### src/hw/rtl/mhpq_pkg.sv
// Shared types and constants for the min-heap priority queue.
`timescale 1ns / 1ps

package mhpq_pkg;

    localparam int DATA_W = 32;
    localparam int CNT_W  = 8;
    localparam int STAT_W = 2;

    localparam logic [CNT_W-1:0]  CAP_RESET   = 8'd128;

    localparam logic [STAT_W-1:0] STAT_OK     = 2'd0;
    localparam logic [STAT_W-1:0] STAT_FULL   = 2'd1;
    localparam logic [STAT_W-1:0] STAT_EMPTY  = 2'd2;

    localparam logic              MODE_INSERT = 1'b0;
    localparam logic              MODE_DELETE = 1'b1;

    typedef enum logic [1:0] {
        OP_NONE = 2'd0,
        OP_INS  = 2'd1,
        OP_DEL  = 2'd2
    } t_op;

    // broadcast from the controller to every cell
    typedef struct packed {
        t_op                      op;
        logic signed [DATA_W-1:0] value;
    } t_cell_ctl;

    // what a cell shows its neighbors
    typedef struct packed {
        logic                     vld;
        logic signed [DATA_W-1:0] val;
        logic                     gt;   // insert value goes before this cell
    } t_cell_data;

endpackage

### src/hw/rtl/mhpq_cell.sv
// One cell of the sorted systolic array: holds a single element.
`timescale 1ns / 1ps

module mhpq_cell
    import mhpq_pkg::*;
(
    input  logic       i_clk,
    input  logic       i_rst_n,
    input  t_cell_ctl  i_ctl,
    input  t_cell_data i_prev,
    input  t_cell_data i_next,
    output t_cell_data o_data
);

    logic                     r_vld;
    logic                     n_vld;
    logic signed [DATA_W-1:0] r_val;
    logic signed [DATA_W-1:0] n_val;
    logic                     gt;

    // empty cells count as greater than anything
    assign gt = !r_vld || (i_ctl.value < r_val);

    assign o_data.vld = r_vld;
    assign o_data.val = r_val;
    assign o_data.gt  = gt;

    always_comb begin
        n_vld = r_vld;
        n_val = r_val;
        case (i_ctl.op)
            OP_INS: begin
                if (gt) begin
                    n_val = i_prev.gt ? i_prev.val : i_ctl.value;
                    n_vld = r_vld | i_prev.vld;
                end
            end
            OP_DEL: begin
                n_val = i_next.val;
                n_vld = i_next.vld;
            end
            default: begin
                n_vld = r_vld;
                n_val = r_val;
            end
        endcase
    end

    always_ff @(posedge i_clk) begin
        if (!i_rst_n) begin
            r_vld <= 1'b0;
        end else begin
            r_vld <= n_vld;
        end
    end

    always_ff @(posedge i_clk) begin
        r_val <= n_val;
    end

endmodule

### config.mk
export PLATFORM = sky130hd
export DESIGN_NAME = mhpq_cell
export DESIGN_NICKNAME = d
export VERILOG_FILES = /design/src/hw/rtl/mhpq_pkg.sv /design/src/hw/rtl/mhpq_cell.sv
export SDC_FILE = /design/constraint.sdc
export NUM_CORES = 1
export LEC_CHECK = 0
export BUFFER_PORTS_ARGS = -buffer_cell sky130_fd_sc_hd__buf_2
export CAP_MARGIN = 5
export CORE_ASPECT_RATIO = 1.2
export CORE_MARGIN = 8
export CORE_UTILIZATION = 45
export DETAILED_ROUTE_END_ITERATION = 12
export PLACE_DENSITY_LB_ADDON = 0.12
export SLEW_MARGIN = 0
export SYNTH_ARGS = -nofsm -noshare
export SYNTH_HDL_FRONTEND = slang
export SYNTH_SLANG_ARGS = --single-unit
### constraint.sdc
create_clock -name i_clk -period 3.7 [get_ports i_clk]
set_input_delay 0.37 -clock i_clk [delete_from_list [all_inputs] [get_ports i_clk]]
set_output_delay 0.37 -clock i_clk [all_outputs]
set_load 0.005 [all_outputs]
Yosys cells after proc, flatten, opt, wreduce, memory -nomap -nowiden
Index checks and enable logic that the tools add are counted.
{ "word_totals": {"reg_bits": 33, "input_bits": 104, "output_inout_bits": 34, "wordCells": 16} }
{ "op_classes": {"order_cmp": 1, "eq_ne": 3, "mux": 5, "bitwise": 1, "n_reduce_logical": 4} }
{ "op_table": {"columns": ["cell", "n"], "rows": [
  ["2-to-1 mux 32 bit", 2],
  ["one-hot mux 32 bit (2 select lines)", 1],
  ["< comparator 32 bit", 1],
  ["equality test 2 x 1 -> 1 bit, second input constant", 1],
  ["equality test 2 bit, second input constant", 1],
  ["inequality test 2 bit, second input constant", 1],
  ["one-hot mux 1 bit (2 select lines)", 1],
  ["AND reduction 2 bit", 1],
  ["nonzero test 2 bit", 1],
  ["zero test 1 bit", 1],
  ["logical OR 1 bit", 1],
  ["2-to-1 mux 1 bit", 1],
  ["OR 1 bit", 1]
]} }

Logic depth before layout (Yosys ltp)
Gate-level depths: netlist of run 1.
{ "logic_depth": {"depth_word": 4, "mapped_depth": 9} }

Worst setup path before layout of run 1
OpenSTA, ideal clock, no wires.
{ "synth_path": {"path_kind": "flip-flop to flip-flop", "from": "register r_val[30]", "to": "register r_val[0] (enable)", "setup_time_ns": 0.392, "arrival_ns": 2.451, "path_slack_ns": 0.857, "stages_incl_launch_ff": 9, "n_path_buf": 0, "period_less_slack_ns": 2.843, "cell_sequence": "edfxtp_1 > inv_1 > ha_1 > a21oi_2 > nand2_1 > a221o_1 > a211o_1 > a21oi_1 > and3_1"} }
{ "synth_between": {"elab_chain_cells": 4} }
{ "synth_lines": {"columns": ["element", "line_no", "rtl"], "rows": [
  ["start: declaration", "mhpq_cell.sv:17", "logic signed [DATA_W-1:0] r_val;"],
  ["start signal: assignment", "mhpq_cell.sv:58", "r_val <= n_val;"],
  ["< comparator 32 bit", "mhpq_cell.sv:22", "assign gt = !r_vld || (i_ctl.value < r_val);"],
  ["logical OR 1 bit", "mhpq_cell.sv:22", null],
  ["inequality test 2 bit (no line)", null, null],
  ["AND reduction 2 bit (no line)", null, null]
]} }
No other way between the ends.
A chain may end at the register's enable or synchronous reset.

Final worst setup path of run 1
{ "layout_path": {"from": "register r_val[21]", "to": "register r_val[15] (enable)"} }
Same word-level chain as after synthesis.

==> results of run 1 <==
==> registers in the layout (all words and copies together), names as in the netlist <==
name,cells
r_vld,1
r_val,32
==> synthesized netlist by cell type (all sizes together) <==
cell	n	area (µm²)
o41ai	1	8.760
ha	31	387.9
nand2	40	150.1
a31oi	2	12.51
edfxtp	32	960.9
inv	32	120.1
nand3	3	15.01
nor3	2	10.01
o21ai	37	185.2
and3	1	6.260
nand4	6	37.54
dfxtp	1	20.02
buf	6	41.28
o311a	1	10.01
clkbuf	7	26.28
nor2b	3	18.77
a21oi	14	73.82
a221o	1	10.01
mux2i	34	340.3
and2	2	12.51
a21o	2	15.01
xnor2	1	8.760
a211o	2	17.52
or3b	1	8.760
nor2	3	11.26
nand2b	1	6.260
==> final timing paths <==
kind	cells after the start	slack, ns	to	startpoint
worst max-delay path	9	0.86	r_val[15]	r_val[21]
worst min-delay path	2	0.28	r_vld	i_rst_n
worst max register to register	9	0.86	r_val[15]	r_val[21]
worst min register to register	3	0.68	r_vld	r_vld
==> kinds of logic after synthesis <==
group,after synthesis
multiplexers,34
AND/OR/NAND/NOR,62
XOR/XNOR,1
adder cells (fa/ha/maj),31
flip-flops,33
buffers and inverters,45
AO/OA/AOI/OAI,60
==> power groups by stage <==
| stage | Clock (mW) | Combinational, mW | Sequential, mW |
|---|---|---|---|
| final | 0.283 | 0.334 | 0.489 |
| after global routing | 0.309 | 0.385 | 0.495 |
| after CTS | 0.295 | 0.342 | 0.489 |
| after detailed placement | 0 | 0.340 | 0.498 |
| after global placement | 0 | 0.334 | 0.495 |
| after floorplan | 0 | 0.185 | 0.503 |
==> area by class of cell <==
type / instances / share of cell area [%]
Clock buffer: 8 / 2.707
Tap cell: 64 / 2.406
Inverter: 32 / 3.609
Sequential cell: 33 / 29.47
Multi-Input combinational cell: 188 / 40.68
Timing Repair Buffer: 139 / 21.13
==> routing by layer <==
layer / up-vias / global-route usage, % / share of wire, %
li1: 1209 / - / -
met1: 985 / 17.79 / 41
met3: 8 / 6.661 / 9.1
met5: - / 0 / 0
met4: 0 / 4.927 / 1.2
met2: 87 / 26.98 / 49
==> layout by cell type (no fill, tap or decap), types with 2 or more instances in the layout <==
cell	count
buf_4	3
nor3_1	2
mux2i_1	34
nor2_1	3
a31oi_1	2
ha_1	31
a21oi_1	13
and2_1	2
nor2b_1	2
edfxtp_1	32
inv_1	32
clkbuf_8	6
a21o_1	2
nand2_1	40
buf_2	136
o21ai_1	25
nand3_1	3
o21ai_0	12
a211o_1	2
nand4_1	6
clkbuf_1	2
==> through the flow <==
step                setup WS (ns)  area [µm²]
floorplan                  0.8568        2515
global placement           0.7366        3238
detailed placement         0.7142        3238
CTS                        0.8217        3328
global route               0.5842        3328
finish                     0.8626        3328
==> out/metrics.cfg, run 1 <==
[critical_path]
cp_cell_sequence = inv_1 > ha_1 > a21oi_1 > o21ai_0 > a221o_1 > a211o_1 > a21oi_1 > and3_1 > buf_4
cpPeakStageDelay_ns = 0.51
crit_arrival_ns = 2.82
start_kind = flip-flop
critical_path_peak_fanout = 13
cp_num_buf_inv = 2
required_ns = 3.68
critPathTopFamily = compound AO/OA/AOI/OAI gates
end_kind = flip-flop
crit_type = flip-flop to flip-flop
cpMostUsedCell = a21oi_1
cpMaxStageDelayCell = and3_1

[flow_run]
maxCapViolCount = 0

[synthesis]
synth.avg_cell_area_um2 = 9.455
muxShareOfSynthArea_pct = 13.53
synth_area_um2 = 2515
syn_inst = 266
yosysSeqAreaShare_pct = 39.00
synth-simple-area-share_pct = 11.00
synth_top_family_by_area = adder cells
yosysWarnings = 0
ys_ff_latch = 33
syn-num-nets = 401
yosysUniqueCellTypes = 30
synthAdderAreaFrac_pct = 15.42
synth_xor_area_share_pct = 0.3483
synth-compound-area-share_pct = 13.23

[layout]
fin_cells = 464
diodes = 0
area_growth_pct = 32.34
layout-drive-gt1-share_pct = 36.75
fillCellCount = 519
ff_latch_area_um2 = 980.9
nets = 534
final_util_pct = 60.32
multi_input_area_um2 = 1354

[power_and_ir_drop]
sw_frac_of_total_pct = 29.18
clkPwrFrac_pct = 25.6
p_comb_share_pct = 30.2
ir_worst_vdd_v = 0.0002312
power_frac_seq_pct = 44.2
leakage_nw = 1.735
p_per_area_nw_per_um2 = 332.0
p_sw_uw = 322.5
internal_power_uw = 782.5
power_mw = 1.105

[global_routing]
grt_pass1_vias = 2394
grt_antenna_before_repair = 0
grt_max_degree = 66
grt_overflow_total = 0
track_usage_pct = 16.02
grt_pass1_wl_um = 10810

[timing]
fin_skew_ns = 0.009193
setup_tns_ns = 0
period_minus_slack_ns = 2.837
rsz0062_at_grt = false
holdWs_ns = 0.2812
maxSlewViolCount = 0
hold_violations = 0
fmax_mhz = 352.4
setup_violations = 0
fin_crit_sh_pct = 76.69
worst_slew_pin_slew_ns = 0.9611
slew-limit-headroom_pct = 35.93

[place]
io_buffers = 136
placed_cells = 456
gp_congestion = 0.7184
dpl.hpwl_um = 5410

[clock_network]
htree_levels = 2
post_cts_resized = 0
holdBufCountCts = 0
cts_buffer_depth = 2
clock_latency_ns = 0.29
cts_setup_buffers = 0
cts_tree = done
cts-root-buf = clkbuf_8
numClockSinks = 33
clk_pin_slew_ns = 0.07
cts_buffers = 5

[route]
drc_errors = 0
avgRoutedWirePerCell_um = 14.14
ant_nets = 0
num_vias = 2289
firstDrtPassIters = 4
drt_wl_total_um = 6559
drt_iter0_markers = 38
via_per_inst = 4.933

[floorplan]
core_area_um2 = 5518
fp.dieH_um = 97.90
start_util_pct = 45.58
dieArea_um2 = 8247
io_pins = 138
num_rows = 30
die_x_um = 84.25

[worst_hold_path]
hold_class = input port to flip-flop

[status]
status = completed

No activity file was read; power rests on OpenSTA's default activity.
==> inputs of run 2 (changes only) <==
--- a/config.mk
+++ b/config.mk
@@ -9,7 +9,7 @@
 export CAP_MARGIN = 5
 export CORE_ASPECT_RATIO = 1.2
 export CORE_MARGIN = 8
-export CORE_UTILIZATION = 45
+export CORE_UTILIZATION = 41
 export DETAILED_ROUTE_END_ITERATION = 12
 export PLACE_DENSITY_LB_ADDON = 0.12
 export SLEW_MARGIN = 0
==> constraint.sdc (replaced) <==
create_clock -name i_clk -period 2.5 [get_ports i_clk]
set_input_delay 0.25 -clock i_clk [delete_from_list [all_inputs] [get_ports i_clk]]
set_output_delay 0.25 -clock i_clk [all_outputs]
set_load 0.005 [all_outputs]
==> out/metrics.cfg, run 2 (synthesized netlist as in run 1, its figures left out) <==
[clock_network]
cts_buffers = 5
cts_tree = done
numClockSinks = 33
clock_latency_ns = 0.28
htree_levels = 2
cts_buffer_depth = 2
holdBufCountCts = 0
clk_pin_slew_ns = 0.07
cts-root-buf = clkbuf_8

[layout]
layout_common_cells = buf_2 (136), nand2_1 (40), mux2i_1 (34)
layout-drive-gt1-share_pct = 42.27
regMostFlops = r_val
diodes = 0
largestRegisters = r_val (32), r_vld (1)
final_common_cell = buf_2
final_cell_area_um2 = 3555
nets = 548
largest_reg_flops = 32
area_growth_pct = 41.34

[status]
status = completed

[worst_hold_path]
hold_class = input port to flip-flop

[floorplan]
io_pins = 138
die_x_um = 87.50
start_util_pct = 42.10
core_area_um2 = 5973
num_rows = 31
fp.dieH_um = 101.8
dieArea_um2 = 8907

[route]
drt_iter0_markers = 68
ant_nets = 0
drc_errors = 0
via_per_inst = 4.825
num_vias = 2393
avgRoutedWirePerCell_um = 14.63
drt_wl_total_um = 7254
firstDrtPassIters = 4

[global_routing]
grt_overflow_total = 0
grt_pass1_wl_um = 11470
track_usage_pct = 16.32
grt_max_degree = 50
grt_pass1_vias = 2501
grt_antenna_before_repair = 0

[timing]
fin_skew_ns = 0.006326
slew-limit-headroom_pct = 63.84
period_minus_slack_ns = 2.498
holdWs_ns = 0.1726
hold_violations = 0
setup_violations = 0
setup_tns_ns = 0
fmax_mhz = 400.3
rsz0062_at_grt = true
fin_crit_sh_pct = 99.93
worst_slew_pin_slew_ns = 0.5424
maxSlewViolCount = 0

[flow_run]
maxCapViolCount = 0

[power_and_ir_drop]
p_per_area_nw_per_um2 = 474.2
leakage_nw = 1.809
power_mw = 1.686
ir_worst_vdd_v = 0.0002529

[critical_path]
crit_type = flip-flop to primary output
start_kind = flip-flop
required_ns = 2.25
crit_arrival_ns = 2.25
critical_path_peak_fanout = 3
end_kind = primary output

[place]
gp_congestion = 0.7427
dpl.hpwl_um = 5571
io_buffers = 136
place_area_um2 = 3323

[run 2: cell count changes in the layout (fill, tap and decap cells not counted), moves of 2 or more]
cell,delta
a21oi_1,-2
a21oi_2,+2
and3_4,+3
buf_4,+11
clkinv_2,+2
ha_1,-5
ha_4,+5
inv_1,-3
inv_2,+3
[run 2: layout make-up]
type	count	area, µm²
multi-input cells	190	1463
flip-flops and latches	33	980.9
clock buffers	6	72.57
fillers	572	2419
inverters	32	120.1
repair buffers	151	805.8
well taps	82	102.6
clock inverters	2	10.01
[run 2: final timing paths]
check                               start         to  slack, ns  cells past startpoint
worst min register to register      r_vld      r_vld       0.71                      3
worst max-delay path            r_val[25]  o_data[0]      0.002                      9
worst min-delay path              i_rst_n      r_vld       0.17                      2
worst max register to register  r_val[25]  r_val[26]       0.02                      8
[run 2: layer usage]
metal	up-vias	track usage (%)	share of wire (%)
li1	1242	-	-
met1	1074	18.44	40
met2	73	29.03	51
met3	4	5.114	7.7
met4	0	3.581	0.72
met5	-	0	0
[run 2: repair_timing]
action / in CTS / in global routing
endpoints found under the setup margin: 33 / 33
pin swaps: 9 / 3
setup buffers: 5 / 1
cloned: 0 / 2
resized for setup: 13 / 2
[run 2: stage by stage]
| step | utilization, % | setup slack (ns) | instances |
|---|---|---|---|
| after global routing | 59.51 | -0.1598 | 496 |
| after global placement | 55.63 | -0.09145 | 480 |
| final | 59.51 | 0.001802 | 496 |
| after floorplan | - | 0.1346 | 266 |
| after detailed placement | 55.63 | -0.1150 | 480 |
| after CTS | 59.01 | -0.01403 | 493 |
[run 2: worst max-delay path, cell delays in order, from the launching register on]
cell,delay [ns]
edfxtp_1,0.39
inv_1,0.11
ha_4,0.20
nand4_1,0.11
nor2_1,0.06
a221o_1,0.32
a211o_1,0.26
a31oi_1,0.18
mux2i_1,0.21
buf_2,0.14
[run 2: report_power, final]
part           switching (mW)  leakage, nW  internal (mW)
Sequential             0.0297        0.323          0.695
Clock                   0.193       0.0450          0.193
Combinational           0.287         1.44          0.288
==> inputs of run 3 (changes only) <==
--- a/config.mk
+++ b/config.mk
@@ -9,7 +9,7 @@
 export CAP_MARGIN = 5
 export CORE_ASPECT_RATIO = 1.2
 export CORE_MARGIN = 8
-export CORE_UTILIZATION = 41
+export CORE_UTILIZATION = 45
 export DETAILED_ROUTE_END_ITERATION = 12
 export PLACE_DENSITY_LB_ADDON = 0.12
 export SLEW_MARGIN = 0
==> constraint.sdc (replaced) <==
create_clock -name i_clk -period 2.7 [get_ports i_clk]
set_input_delay 0.27 -clock i_clk [delete_from_list [all_inputs] [get_ports i_clk]]
set_output_delay 0.27 -clock i_clk [all_outputs]
set_load 0.005 [all_outputs]
==> out/metrics.cfg, run 3 (synthesized netlist as in run 1, its figures left out) <==
[status]
status = completed

[timing]
maxSlewViolCount = 0
fin_crit_sh_pct = 95.33
rsz0062_at_grt = true
period_minus_slack_ns = 2.574
holdWs_ns = 0.1870
setup_slack_ns = 0.1262
fin_skew_ns = 0.004581
setup_violations = 0
setup_tns_ns = 0
slew-limit-headroom_pct = 65.97
worst_slew_pin_slew_ns = 0.5104
fmax_mhz = 388.5
hold_violations = 0

[floorplan]
core_area_um2 = 5518
dieArea_um2 = 8247
num_rows = 30
fp.dieH_um = 97.90
io_pins = 138
die_x_um = 84.25
start_util_pct = 45.58

[layout]
fillCellCount = 496
layout_common_cells = buf_2 (136), nand2_1 (40), mux2i_1 (34)
multi_input_area_um2 = 1428
layout-drive-gt1-share_pct = 39.80
largest_reg_flops = 32
final_cell_area_um2 = 3457
area_growth_pct = 37.46
final_common_cell = buf_2
largestRegisters = r_val (32), r_vld (1)
ff_latch_area_um2 = 980.9
diodes = 0
final_util_pct = 62.65
regMostFlops = r_val
fin_cells = 471
nets = 541

[global_routing]
grt_antenna_before_repair = 0
track_usage_pct = 16.84
grt_pass1_vias = 2526
grt_overflow_total = 0
grt_pass1_wl_um = 11500
grt_max_degree = 42

[clock_network]
cts_tree = done
cts_buffer_depth = 2
cts-root-buf = clkbuf_8
clk_pin_slew_ns = 0.07
clock_latency_ns = 0.28
cts_buffers = 5
htree_levels = 2
numClockSinks = 33

[flow_run]
maxCapViolCount = 0

[place]
place_area_um2 = 3282
io_buffers = 136
pre_cts_slack_ns = 0.03761
gp_congestion = 0.7486
dpl.hpwl_um = 5757
placed_cells = 460

[power_and_ir_drop]
leakage_nw = 1.783
internal_power_mw = 1.079
p_sw_uw = 459.9
power_frac_seq_pct = 43.5
power_mw = 1.539
p_per_area_nw_per_um2 = 445.0
p_comb_share_pct = 33.2
ir_worst_vdd_v = 0.0002416
sw_frac_of_total_pct = 29.89
clkPwrFrac_pct = 23.3

[critical_path]
cp_cell_sequence = inv_1 > ha_1 > a21oi_1 > o21ai_1 > a221o_1 > a211o_1 > a31oi_1 > mux2i_1 > buf_2
required_ns = 2.43
cpPeakStageDelay_ns = 0.38
cpMaxStageDelayCell = edfxtp_1
critical_path_peak_fanout = 3
critPathTopFamily = compound AO/OA/AOI/OAI gates
cp_num_buf_inv = 2
reg2reg_slack_ns = 0.16
end_kind = primary output
crit_arrival_ns = 2.30
crit_type = flip-flop to primary output
start_kind = flip-flop

[route]
drt_wl_total_um = 6902
via_per_inst = 5.004
drc_errors = 0
firstDrtPassIters = 4
ant_nets = 0
avgRoutedWirePerCell_um = 14.65
num_vias = 2357
drt_iter0_markers = 55

[worst_hold_path]
hold_class = input port to flip-flop

==> run 3: changes by cell type in the layout (fill, tap and decap cells not counted), moves of 2 or more <==
cell	change
clkinv_2	-2
clkbuf_1	+2
and3_4	-3
buf_4	-5
==> run 3: layer usage <==
metal	global-route usage, %	wire length [µm]	share of wire [%]
met1	17.09	2648	38
met2	30.11	3512	51
met3	7.410	642	9.3
met4	4.794	99	1.4
met5	0	0	0
==> run 3: final timing paths <==
kind              from  cells after the start         to
max          r_val[21]                      9  o_data[0]
min            i_rst_n                      2      r_vld
max reg2reg  r_val[21]                     10  r_val[18]
min reg2reg      r_vld                      3      r_vld
==> run 3: layout make-up <==
cell class	instances	share of cell area, %
inverters	32	3.474
well taps	64	2.316
multi-input cells	188	41.30
repair buffers	146	22.22
flip-flops and latches	33	28.37
clock buffers	8	2.316
==> run 3: timing repair <==
action	in CTS	in global routing
pin swaps	0	7
resized for setup	1	9
setup buffers	0	3
setup endpoints to repair	1	28
hold buffers	0	0
==> run 3: power by group through the flow <==
stage                     combinational [mW]  sequential, mW  clock (mW)
after global placement                 0.470           0.678           0
final                                  0.510           0.670       0.358
after CTS                              0.490           0.670       0.369
after global routing                   0.583           0.679       0.392
after floorplan                        0.254           0.689           0
after detailed placement               0.482           0.681           0
